`config.mk`:
```
export PLATFORM = sky130hd
export DESIGN_NAME = key_event_to_terminal_bytes
export DESIGN_NICKNAME = d
export VERILOG_FILES = /design/src/hw/rtl/ktb_pkg.sv /design/src/hw/rtl/ktb_decode.sv /design/src/hw/rtl/ktb_serializer.sv /design/src/hw/rtl/key_event_to_terminal_bytes.sv
export SDC_FILE = /design/constraint.sdc
export NUM_CORES = 1
export LEC_CHECK = 0
export BUFFER_PORTS_ARGS = -buffer_cell sky130_fd_sc_hd__buf_2
export CAP_MARGIN = 0
export CORE_MARGIN = 1
export CORE_UTILIZATION = 45
export DETAILED_ROUTE_END_ITERATION = 16
export PLACE_DENSITY = 0.73
export RECOVER_POWER = 50
export SYNTH_ARGS = -nofsm -noshare
export SYNTH_HDL_FRONTEND = slang
export SYNTH_HIERARCHICAL = 1
export SYNTH_SLANG_ARGS = --single-unit
```
`constraint.sdc`:
```
create_clock -name clk -period 12.12 [get_ports clk]
set_input_delay 1.212 -clock clk [delete_from_list [all_inputs] [get_ports clk]]
set_output_delay 1.212 -clock clk [all_outputs]
set_load 0.01 [all_outputs]
```
`src/hw/rtl/ktb_pkg.sv`:
```
// Shared types, key codes and lookup tables for the key event to terminal bytes block.
package ktb_pkg;

    localparam int MAX_RESULTS = 6;
    localparam int ESC_LEN_MAX = 5;

    localparam logic [1:0] KIND_BYTE = 2'd0;
    localparam logic [1:0] KIND_TERM = 2'd1;
    localparam logic [1:0] KIND_WIN  = 2'd2;

    localparam logic [7:0] ESC_BYTE   = 8'd27;
    localparam logic [7:0] SPACE_BYTE = 8'd32;

    localparam logic [9:0] KEY_LSHIFT = 10'd42;
    localparam logic [9:0] KEY_RSHIFT = 10'd54;
    localparam logic [9:0] KEY_LALT   = 10'd56;
    localparam logic [9:0] KEY_RALT   = 10'd100;
    localparam logic [9:0] KEY_LCTRL  = 10'd29;
    localparam logic [9:0] KEY_RCTRL  = 10'd97;
    localparam logic [9:0] KEY_CAPS   = 10'd58;
    localparam logic [9:0] KEY_SUPER  = 10'd125;
    localparam logic [9:0] KEY_TAB    = 10'd15;
    localparam logic [9:0] KEY_SPACE  = 10'd57;
    localparam logic [9:0] KEY_MAP_LAST = 10'd53;
    localparam logic [9:0] KEY_DIGIT1 = 10'd2;

    localparam logic [3:0] TERM_COUNT_RESET = 4'd4;

    typedef struct packed {
        logic [1:0] kind;
        logic [7:0] data;
        logic [3:0] term;
        logic [2:0] act;
        logic       shf;
    } result_t;

    typedef struct packed {
        logic [2:0]                   cnt;
        result_t [MAX_RESULTS-1:0]    entries;
    } burst_t;

    typedef struct packed {
        logic [2:0]                   len;
        logic [ESC_LEN_MAX-1:0][7:0]  bytes;
    } esc_t;

    typedef struct packed {
        logic       hit;
        logic [2:0] act;
    } win_t;

    localparam logic [7:0] PLAIN_MAP [0:53] = '{
        8'd0, 8'd27, "1", "2", "3", "4", "5", "6", "7", "8", "9", "0", "-", "=", 8'd127, 8'd9,
        "q", "w", "e", "r", "t", "y", "u", "i", "o", "p", "[", "]", 8'd13, 8'd0,
        "a", "s", "d", "f", "g", "h", "j", "k", "l", ";", 8'h27, 8'd96, 8'd0, 8'h5C,
        "z", "x", "c", "v", "b", "n", "m", ",", ".", "/"
    };

    localparam logic [7:0] SHIFT_MAP [0:53] = '{
        8'd0, 8'd27, "!", "@", "#", "$", "%", "^", "&", "*", "(", ")", "_", "+", 8'd127, 8'd9,
        "Q", "W", "E", "R", "T", "Y", "U", "I", "O", "P", "{", "}", 8'd13, 8'd0,
        "A", "S", "D", "F", "G", "H", "J", "K", "L", ":", 8'h22, "~", 8'd0, "|",
        "Z", "X", "C", "V", "B", "N", "M", "<", ">", 8'h3F
    };

    function automatic esc_t esc_seq(input logic [9:0] code);
        esc_t r;
        r = '0;
        case (code)
            10'd59:  begin r.len = 3'd4; r.bytes = {8'd0, "A", "[", "[", ESC_BYTE}; end
            10'd60:  begin r.len = 3'd4; r.bytes = {8'd0, "B", "[", "[", ESC_BYTE}; end
            10'd61:  begin r.len = 3'd4; r.bytes = {8'd0, "C", "[", "[", ESC_BYTE}; end
            10'd62:  begin r.len = 3'd4; r.bytes = {8'd0, "D", "[", "[", ESC_BYTE}; end
            10'd63:  begin r.len = 3'd4; r.bytes = {8'd0, "E", "[", "[", ESC_BYTE}; end
            10'd64:  begin r.len = 3'd5; r.bytes = {"~", "7", "1", "[", ESC_BYTE}; end
            10'd65:  begin r.len = 3'd5; r.bytes = {"~", "8", "1", "[", ESC_BYTE}; end
            10'd66:  begin r.len = 3'd5; r.bytes = {"~", "9", "1", "[", ESC_BYTE}; end
            10'd67:  begin r.len = 3'd5; r.bytes = {"~", "0", "2", "[", ESC_BYTE}; end
            10'd68:  begin r.len = 3'd5; r.bytes = {"~", "1", "2", "[", ESC_BYTE}; end
            10'd87:  begin r.len = 3'd5; r.bytes = {"~", "3", "2", "[", ESC_BYTE}; end
            10'd88:  begin r.len = 3'd5; r.bytes = {"~", "4", "2", "[", ESC_BYTE}; end
            10'd102: begin r.len = 3'd3; r.bytes = {8'd0, 8'd0, "H", "[", ESC_BYTE}; end
            10'd103: begin r.len = 3'd3; r.bytes = {8'd0, 8'd0, "A", "[", ESC_BYTE}; end
            10'd104: begin r.len = 3'd4; r.bytes = {8'd0, "~", "5", "[", ESC_BYTE}; end
            10'd105: begin r.len = 3'd3; r.bytes = {8'd0, 8'd0, "D", "[", ESC_BYTE}; end
            10'd106: begin r.len = 3'd3; r.bytes = {8'd0, 8'd0, "C", "[", ESC_BYTE}; end
            10'd107: begin r.len = 3'd3; r.bytes = {8'd0, 8'd0, "F", "[", ESC_BYTE}; end
            10'd108: begin r.len = 3'd3; r.bytes = {8'd0, 8'd0, "B", "[", ESC_BYTE}; end
            10'd109: begin r.len = 3'd4; r.bytes = {8'd0, "~", "6", "[", ESC_BYTE}; end
            10'd111: begin r.len = 3'd4; r.bytes = {8'd0, 8'd8, "C", "[", ESC_BYTE}; end
            default: r = '0;
        endcase
        return r;
    endfunction

    function automatic win_t win_action(input logic [9:0] code);
        win_t r;
        r = '0;
        case (code)
            10'd9:           r = '{hit: 1'b1, act: 3'd0};
            10'd10:          r = '{hit: 1'b1, act: 3'd1};
            10'd11:          r = '{hit: 1'b1, act: 3'd2};
            10'd17, 10'd103: r = '{hit: 1'b1, act: 3'd3};
            10'd30, 10'd105: r = '{hit: 1'b1, act: 3'd4};
            10'd31, 10'd108: r = '{hit: 1'b1, act: 3'd5};
            10'd32, 10'd106: r = '{hit: 1'b1, act: 3'd6};
            default:         r = '0;
        endcase
        return r;
    endfunction

endpackage

```
`src/hw/rtl/ktb_decode.sv`:
```
// Modifier tracking and per-event decode into a burst of results.
module ktb_decode (
    input  logic            clk,
    input  logic            rst_n,
    input  logic            fire,
    input  logic            is_key_event,
    input  logic [9:0]      key_code,
    input  logic [1:0]      key_value,
    input  logic [3:0]      term_count,
    output ktb_pkg::burst_t burst
);
    import ktb_pkg::*;

    logic shift_reg, alt_reg, ctrl_reg, caps_reg, super_reg, disabled_reg;
    logic shift_next, alt_next, ctrl_next, caps_next, super_next, disabled_next;

    logic                       down;
    logic                       is_shift, is_alt, is_ctrl, is_caps, is_super, is_mod;
    logic                       is_toggle;
    logic                       produce;
    logic                       term_hit;
    logic [10:0]                term_lim;
    logic [7:0]                 map_byte;
    esc_t                       esc;
    win_t                       win;
    result_t [ESC_LEN_MAX-1:0]  tail;
    logic [2:0]                 tail_n;

    assign down      = key_value != 2'd0;
    assign is_shift  = key_code == KEY_LSHIFT || key_code == KEY_RSHIFT;
    assign is_alt    = key_code == KEY_LALT || key_code == KEY_RALT;
    assign is_ctrl   = key_code == KEY_LCTRL || key_code == KEY_RCTRL;
    assign is_caps   = key_code == KEY_CAPS;
    assign is_super  = key_code == KEY_SUPER;
    assign is_mod    = is_shift || is_alt || is_ctrl || is_caps || is_super;
    assign is_toggle = super_reg && key_code == KEY_TAB && !down;
    assign produce   = is_key_event && !is_mod && !is_toggle && !disabled_reg && down;
    assign term_lim  = 11'(term_count) + 11'(KEY_DIGIT1);
    assign term_hit  = key_code >= KEY_DIGIT1 && {1'b0, key_code} < term_lim;
    assign esc       = esc_seq(key_code);
    assign win       = win_action(key_code);

    always_comb
    begin
        map_byte = 8'd0;
        tail     = '0;
        tail_n   = 3'd0;
        if (super_reg)
        begin
            if (win.hit)
            begin
                tail[0].kind = KIND_WIN;
                tail[0].act  = win.act;
                tail[0].shf  = shift_reg;
                tail_n       = 3'd1;
            end
        end
        else if (key_code <= KEY_MAP_LAST)
        begin
            map_byte = shift_reg ? SHIFT_MAP[key_code[5:0]] : PLAIN_MAP[key_code[5:0]];
            if (ctrl_reg && map_byte inside {["a":"z"]})
            begin
                map_byte = map_byte - 8'd96;
            end
            tail[0].kind = KIND_BYTE;
            tail[0].data = map_byte;
            tail_n       = (map_byte != 8'd0) ? 3'd1 : 3'd0;
        end
        else if (key_code == KEY_SPACE)
        begin
            tail[0].kind = KIND_BYTE;
            tail[0].data = SPACE_BYTE;
            tail_n       = 3'd1;
        end
        else
        begin
            for (int i = 0; i < ESC_LEN_MAX; i++)
            begin
                tail[i].kind = KIND_BYTE;
                tail[i].data = esc.bytes[i];
            end
            tail_n = esc.len;
        end
    end

    always_comb
    begin
        burst = '0;
        if (produce)
        begin
            if (alt_reg && term_hit)
            begin
                burst.cnt              = 3'd1;
                burst.entries[0].kind  = KIND_TERM;
                burst.entries[0].term  = 4'(key_code - KEY_DIGIT1);
            end
            else if (alt_reg)
            begin
                burst.cnt              = tail_n + 3'd1;
                burst.entries[0].kind  = KIND_BYTE;
                burst.entries[0].data  = ESC_BYTE;
                for (int i = 1; i < MAX_RESULTS; i++)
                begin
                    burst.entries[i] = tail[i-1];
                end
            end
            else
            begin
                burst.cnt = tail_n;
                for (int i = 0; i < ESC_LEN_MAX; i++)
                begin
                    burst.entries[i] = tail[i];
                end
            end
        end
    end

    always_comb
    begin
        shift_next    = shift_reg;
        alt_next      = alt_reg;
        ctrl_next     = ctrl_reg;
        caps_next     = caps_reg;
        super_next    = super_reg;
        disabled_next = disabled_reg;
        if (fire && is_key_event)
        begin
            if (is_shift)
            begin
                shift_next = down;
            end
            else if (is_alt)
            begin
                alt_next = down;
            end
            else if (is_ctrl)
            begin
                ctrl_next = down;
            end
            else if (is_caps)
            begin
                caps_next = down;
            end
            else if (is_super)
            begin
                super_next = down;
            end
            else if (is_toggle)
            begin
                disabled_next = !disabled_reg;
            end
        end
    end

    always_ff @(posedge clk or negedge rst_n)
    begin
        if (!rst_n)
        begin
            shift_reg    <= 1'b0;
            alt_reg      <= 1'b0;
            ctrl_reg     <= 1'b0;
            caps_reg     <= 1'b0;
            super_reg    <= 1'b0;
            disabled_reg <= 1'b0;
        end
        else
        begin
            shift_reg    <= shift_next;
            alt_reg      <= alt_next;
            ctrl_reg     <= ctrl_next;
            caps_reg     <= caps_next;
            super_reg    <= super_next;
            disabled_reg <= disabled_next;
        end
    end

endmodule

```
`src/hw/rtl/ktb_serializer.sv`:
```
// Result buffer that holds one burst and sends its results one transaction at a time.
module ktb_serializer (
    input  logic            clk,
    input  logic            rst_n,
    input  logic            fire,
    input  ktb_pkg::burst_t burst,
    output logic            take,
    output logic            out_valid,
    input  logic            out_ready,
    output logic [1:0]      kind,
    output logic [7:0]      out_byte,
    output logic [3:0]      terminal_index,
    output logic [2:0]      window_action,
    output logic            action_shifted,
    output logic            last
);
    import ktb_pkg::*;

    logic [2:0]                cnt_reg, cnt_next;
    result_t [MAX_RESULTS-1:0] buf_reg, buf_next;
    logic                      out_fire;

    assign out_valid      = cnt_reg != 3'd0;
    assign out_fire       = out_valid && out_ready;
    assign take           = cnt_reg == 3'd0 || (cnt_reg == 3'd1 && out_ready);
    assign kind           = buf_reg[0].kind;
    assign out_byte       = buf_reg[0].data;
    assign terminal_index = buf_reg[0].term;
    assign window_action  = buf_reg[0].act;
    assign action_shifted = buf_reg[0].shf;
    assign last           = cnt_reg == 3'd1;

    always_comb
    begin
        cnt_next = cnt_reg;
        buf_next = buf_reg;
        if (fire)
        begin
            cnt_next = burst.cnt;
            buf_next = burst.entries;
        end
        else if (out_fire)
        begin
            cnt_next = cnt_reg - 3'd1;
            for (int i = 0; i < MAX_RESULTS - 1; i++)
            begin
                buf_next[i] = buf_reg[i+1];
            end
            buf_next[MAX_RESULTS-1] = '0;
        end
    end

    always_ff @(posedge clk or negedge rst_n)
    begin
        if (!rst_n)
        begin
            cnt_reg <= 3'd0;
        end
        else
        begin
            cnt_reg <= cnt_next;
        end
    end

    always_ff @(posedge clk)
    begin
        buf_reg <= buf_next;
    end

`ifndef SYNTHESIS
    a_cnt_bound: assert property (@(posedge clk) disable iff (!rst_n)
        cnt_reg <= 3'(MAX_RESULTS))
        else $error("result count exceeds burst size");

    a_keep_rest: assert property (@(posedge clk) disable iff (!rst_n)
        out_valid && out_ready && !last |=> out_valid)
        else $error("remaining results dropped");

    a_term_last: assert property (@(posedge clk) disable iff (!rst_n)
        out_valid && kind == KIND_TERM |-> last)
        else $error("terminal select not final");

    a_win_last: assert property (@(posedge clk) disable iff (!rst_n)
        out_valid && kind == KIND_WIN |-> last)
        else $error("window command not final");
`endif

endmodule

```
`src/hw/rtl/key_event_to_terminal_bytes.sv`:
```
// Top level: input register, terminal count register, decode and result buffer.
//
// Input channel in_valid/in_ready carries one keyboard event per transaction
// (is_key_event, key_code, key_value). Output channel out_valid/out_ready
// carries the results of each event, one per transaction, with last set on
// the final result of an event. Events that cause no result give nothing.
// Config channel cfg_valid/cfg_ready writes terminal_count from cfg_data;
// cfg_ready is always high.
// An accepted event waits in the input register until the result buffer can take it.
// The result buffer sends one result per cycle while out_ready is high, and
// an event with no result leaves it empty; the next event is decoded in the
// cycle its last result is taken, so bursts follow each other without a gap.
// Reset clears all modifier flags, the disabled flag, both pipeline stages,
// and sets terminal_count to 4.
// When the receiver stalls the result buffer holds its current result, one
// more event waits in the input register, and in_ready drops.
module key_event_to_terminal_bytes (
    input  logic       clk,
    input  logic       rst_n,
    input  logic       in_valid,
    output logic       in_ready,
    input  logic       is_key_event,
    input  logic [9:0] key_code,
    input  logic [1:0] key_value,
    input  logic       cfg_valid,
    output logic       cfg_ready,
    input  logic [3:0] cfg_data,
    output logic       out_valid,
    input  logic       out_ready,
    output logic [1:0] kind,
    output logic [7:0] out_byte,
    output logic [3:0] terminal_index,
    output logic [2:0] window_action,
    output logic       action_shifted,
    output logic       last
);
    import ktb_pkg::*;

    logic       in_valid_reg;
    logic       key_reg;
    logic [9:0] code_reg;
    logic [1:0] value_reg;
    logic [3:0] term_count_reg;
    logic       take;
    logic       fire;
    burst_t     burst;

    assign fire      = in_valid_reg && take;
    assign in_ready  = !in_valid_reg || take;
    assign cfg_ready = 1'b1;

    always_ff @(posedge clk or negedge rst_n)
    begin
        if (!rst_n)
        begin
            in_valid_reg   <= 1'b0;
            term_count_reg <= TERM_COUNT_RESET;
        end
        else
        begin
            if (in_ready)
            begin
                in_valid_reg <= in_valid;
            end
            if (cfg_valid && cfg_ready)
            begin
                term_count_reg <= cfg_data;
            end
        end
    end

    always_ff @(posedge clk)
    begin
        if (in_valid && in_ready)
        begin
            key_reg   <= is_key_event;
            code_reg  <= key_code;
            value_reg <= key_value;
        end
    end

    ktb_decode u_decode (
        .clk          (clk),
        .rst_n        (rst_n),
        .fire         (fire),
        .is_key_event (key_reg),
        .key_code     (code_reg),
        .key_value    (value_reg),
        .term_count   (term_count_reg),
        .burst        (burst)
    );

    ktb_serializer u_serializer (
        .clk            (clk),
        .rst_n          (rst_n),
        .fire           (fire),
        .burst          (burst),
        .take           (take),
        .out_valid      (out_valid),
        .out_ready      (out_ready),
        .kind           (kind),
        .out_byte       (out_byte),
        .terminal_index (terminal_index),
        .window_action  (window_action),
        .action_shifted (action_shifted),
        .last           (last)
    );

endmodule
```
# Word level (Yosys, flattened, before mapping)
# Memory sizes are Yosys's and may differ from the RTL's.
# Cells that the tools add are included.
[word_totals] n_memories=2 ff_bits=134 wordCells=191 romBits=1024
[mem_list] name="(name not given)" depth=64 word_bits=8 rd=1 rd_clocked_by_memory_dff=0 write_ports=0 line_no="ktb_decode.sv:60" text="map_byte = shift_reg ? SHIFT_MAP[key_code[5:0]] : PLAIN_MAP[key_code[5:0]];"
[mem_list] name="(name not given)" depth=64 word_bits=8 rd=1 rd_clocked_by_memory_dff=0 write_ports=0 line_no="ktb_decode.sv:60"
[classes] n_lt_le_gt_ge=6 eq_ne=39 n_reduce_logical=43 bitwise=6 addsub=5 muxes=49
[op_table] op="case mux 43 bit (21 select lines)" n=1
[op_table] op="2-to-1 mux 108 bit" n=2
[op_table] op="equality test 10 x 7 -> 1 bit, second input constant" n=19
[op_table] op="2-to-1 mux 8 bit" n=15
[op_table] op="2-to-1 mux 111 bit" n=1
[op_table] op="equality test 10 x 6 -> 1 bit, second input constant" n=11
[op_table] op="2-to-1 mux 10 bit" n=9
[op_table] op="2-to-1 mux 90 bit" n=1
[op_table] op="2-to-1 mux 82 bit" n=1
[op_table] op="equality test 10 x 4 -> 1 bit, second input constant" n=4
[op_table] op="equality test 10 x 5 -> 1 bit, second input constant" n=4
[op_table] op="case mux 4 bit (7 select lines)" n=1
[op_table] op="2-to-1 mux 3 bit" n=7
[op_table] op="2-to-1 mux 4 bit" n=5
[op_table] op="2-to-1 mux 18 bit" n=1
[op_table] op="logical AND 1 bit" n=15
[op_table] op="greater-or-equal comparator 10 x 2 -> 1 bit, second input constant" n=1
[op_table] op="<= comparator 10 x 6 -> 1 bit, second input constant" n=1
[op_table] op="less-than comparator 10 x 5 -> 1 bit" n=1
[op_table] op="logical OR 1 bit" n=9
[op_table] op="greater-or-equal comparator 8 x 7 -> 1 bit, second input constant" n=1
[op_table] op="<= comparator 8 x 7 -> 1 bit, second input constant" n=1
[op_table] op="nonzero test 8 bit" n=1
[op_table] op="OR reduction 2 bit" n=4
[op_table] op="20 further kinds" n=32

# Longest topological paths before layout
[depth] depth_word=20 depth_mapped=17 depth_no_buf=15

# Cells and area by module
# The synthesis kept the hierarchy.
[by_module_without_submodules] mod="ktb_serializer" area_each_um2=4803.4 cells_per_inst=272 seq_area_each_um2=3318.2 n_inst=1
[by_module_without_submodules] mod="ktb_decode" area_each_um2=3623.5 cells_per_inst=542 seq_area_each_um2=125.1 n_inst=1
[by_module_without_submodules] mod="key_event_to_terminal_bytes" area_each_um2=605.6 cells_per_inst=28 seq_area_each_um2=516.7 n_inst=1

# Worst setup path after synthesis
# OpenSTA, ideal clock, no wires.
[synth_path] path_type="input -> register" start="input port out_ready" end="register u_serializer.buf_reg (netlist bit u_serializer/action_shifted) (enable)" path_stages=7 required_ns=11.635 setup_time_ns=0.485 setup_slack_ns=7.110 arrival_ns=4.525 path_cell_list="nand2_1 > nand2_1 > and2_1 > buf_6 > buf_6 > buf_6 > nand2b_1"
[synth_via] elab_chain_cells=4 word_cells_on_any_way=5 classes_between="reduce/logical (5)"
[synth_lines] element="start, declared" line_no="key_event_to_terminal_bytes.sv:29" text="input logic out_ready,"
[synth_lines] element="logical AND 1 bit" line_no="ktb_serializer.sv:25" text="assign take = cnt_reg == 3'd0 || (cnt_reg == 3'd1 && out_ready);"
[synth_lines] element="logical OR 1 bit" line_no="ktb_serializer.sv:25"
[synth_lines] element="via take" line_no="key_event_to_terminal_bytes.sv:44" text="logic take;"
[synth_lines] element="logical AND 1 bit" line_no="key_event_to_terminal_bytes.sv:48" text="assign fire = in_valid_reg && take;"
[synth_lines] element="via fire" line_no="key_event_to_terminal_bytes.sv:45" text="logic fire;"
[synth_lines] element="nonzero test 2 bit (no line)"
[synth_lines] element="end signal, assigned" line_no="ktb_serializer.sv:67" text="buf_reg <= buf_next;"
[synth_lines] element="end, declared" line_no="ktb_serializer.sv:20" text="result_t [MAX_RESULTS-1:0] buf_reg, buf_next;"
# The timed path passes the listed nets, and every way through them passes these cells.
# A chain may end at the register's enable or synchronous reset.

==> flow_summary.yaml <==
drt:
  detail-route-antenna-nets: 0
  num_vias: 6220
  totalWireLength_um: 20200
  drt_iter0_markers: 897
  detail_route.wl_per_cell_um: 18.2
  drcViolationCount: 0
  viasPerCell: 5.59
  dr.pass1.iters: 6
sta:
  slew_headroom_pct: -110
  fin_skew_ns: 0.0222
  tns_ns: 0
  period_share_pct: 53.4
  hold_viol: 0
  tightest_slew_ns: 3.15
  max_freq_mhz: 154
  grt_setup_unrepaired: "false"
  slew_violations: 162
  period_minus_slack_ns: 6.47
  setup_viol: 0
layout:
  seq_area_mm2: 0.00396
  area_delta_synth_final_pct: 3.77
  fillers: 1780
  largest_reg_flops: 90
  utilization_pct: 47.8
  drive_above_1_share_pct: 21.8
  n_antenna_cell: 0
  layout.cells.non_filler: 1112
  nNetsFinal: 877
  final_common_cell: "edfxtp_1"
  multi_input_area_mm2: 0.00420
  final_cell_mix: "edfxtp_1, mux2_2, nor2_1, nand2_1, conb_1"
outcome:
  violations: "max-capacitance violations, max-slew violations"
  status: "finished with violations"
placement:
  dpl.hpwl_um: 13500
  io_buffers: 42
  dp.cells: 1080
  gp_congestion: 0.949
yosys:
  ys_async_sr_fraction_pct: 9.70
  seq_area_frac_synth_pct: 43.8
  synthDistinctLibCells: 85
  yosys_warnings: 6
  synth_flop_cell: "edfxtp_1"
  synth-edff-count: 121
  synth_area_mm2: 0.00903
  syn_inst: 842
  postSynthAreaPerCell_um2: 10.7
  synth_seq_cells: 134
pwr:
  p_switching_uw: 798
  seqPwrFrac_pct: 39.7
  ir_drop_mv: 0.167
  power.density_mw_per_mm2: 249
  p_int_uw: 1530
  power.leakage_uw: 0.00351
  p_sw_share_pct: 34.2
  p_comb_share_pct: 39.4
  clockPowerShare_pct: 20.9
  power.total_uw: 2330
clocking:
  htree_levels: 4
  cts_buffer_depth: 2
  cts_buffers: 17
  cts_resized: 0
  path_clk_slew_ns: 0.06
  hold_buffers: 0
  numClockSinks: 134
  clockRootBuffer: "clkbuf_16"
  postCtsSetupRepairBufs: 0
  clock_latency_ns: 0.43
  cts_tree: "yes"
global_routing:
  grt_pass1_vias: 6109
  antenna_found_initial: 0
  use_met2_pct: 31.9
  grt_max_degree: 73
  grtUsageMet1_pct: 27.8
  grt_remaining_overflow: 0
  grt-busiest-layer: "met2"
  grtUsageTotal_pct: 21.0
  grtUsageMet3_pct: 4.37
  grt_first_pass_wirelength_um: 32700
die:
  die_y_um: 144
  io_pins: 44
  start_util_pct: 46.1
  coreArea_mm2: 0.0196
  die-area_mm2: 0.0206
  rows: 51
  die_w_um: 144
critical_path:
  end_kind: "register"
  cp.required_ns: 12.29
  worst_setup_path_start_kind: "register"
  reg2reg_depth: 8
  worstPathArrival_ns: 6.65
  rr_startpoint: "u_serializer/cnt_reg[0]"
  path_class: "reg -> reg"
  cp_max_fo: 64
  timing.critical_path.from: "u_serializer/cnt_reg[0]"
worst_hold_path:
  hold-path-cell-count: 1
  min_path_type: "reg -> reg"
  holdCritStartpoint: "u_decode/disabled_reg"
run:
  cap_violations: 3
synthesized netlist by cell type (10+ instances only):
cell / count / share of area, %
and2_1: 20 / 1.4
nand3_1: 15 / 0.83
nor3_1: 15 / 0.83
nand2_1: 60 / 2.5
buf_4: 77 / 6.4
a21oi_1: 42 / 2.3
mux2_2: 99 / 12
nand2b_1: 15 / 1.0
dfrtp_1: 12 / 3.3
o21ai_0: 27 / 1.5
ha_1: 21 / 2.9
nor2_1: 68 / 2.8
a211oi_1: 10 / 0.83
buf_2: 16 / 0.89
buf_6: 16 / 2.0
clkbuf_1: 10 / 0.42
edfxtp_1: 121 / 40
inv_1: 18 / 0.75
logic make-up after synthesis:
logic type,synth area share [%]
adders and majority gates,2.91
other,0.0831
DFF,43.8
and+or+nand+nor,15.5
buffers and inverters,11.6
AOI/OAI and AO/OA,11.8
muxes,13.9
xor gates and xnor gates,0.388
area by class of cell:
type / instances / share of cell area (%)
Multi-Input combinational cell: 608 / 44.8
Sequential cell: 134 / 42.3
Clock buffer: 19 / 4.62
Tap cell: 265 / 3.54
Timing Repair Buffer: 50 / 2.54
Clock inverter: 13 / 1.31
Inverter: 23 / 0.921
metrics by stage:
stage               instance area [um2]  hold slack (ns)  worst slack (ns)
detailed placement                 8870            0.458              7.98
floorplan                          9220            0.438              7.11
finish                             9370            0.465              5.65
CTS                                9420            0.470              7.95
global route                       9370            0.497              4.96
global placement                   8870            0.454              7.97
worst max-delay path, cell delays in order (launching register included):
cell	delay, ns
dfrtp_1	0.40
inv_1	0.11
ha_1	0.17
nor2b_1	0.22
inv_1	0.11
nand2_1	0.08
and2_0	2.25
clkbuf_1	2.33
mux2_2	0.50
routing by layer:
metal,part of all wire [%],vias up
met3,6.8,51
met1,43,2919
met4,4.0,0
met2,46,277
li1,-,2973
met5,0,-
power groups by stage:
stage | Clock, uW | Sequential, uW | Combinational [uW]
floorplan | 0 | 933 | 791
global placement | 0 | 921 | 892
detailed placement | 0 | 934 | 900
CTS | 497 | 925 | 907
global route | 517 | 949 | 1000
finish | 487 | 926 | 918
worst paths after layout:
check                           slack (ns)                  endpoint
worst min register to register        0.46     u_decode/disabled_reg
worst min-delay path                  0.46     u_decode/disabled_reg
min in group asynchronous             0.84         term_count_reg[1]
worst max-delay path                  5.65  u_serializer/out_byte[1]
worst max register to register        5.65  u_serializer/out_byte[1]
max in group asynchronous            10.79        u_decode/super_reg
Power figures use the tool's default switching activity.
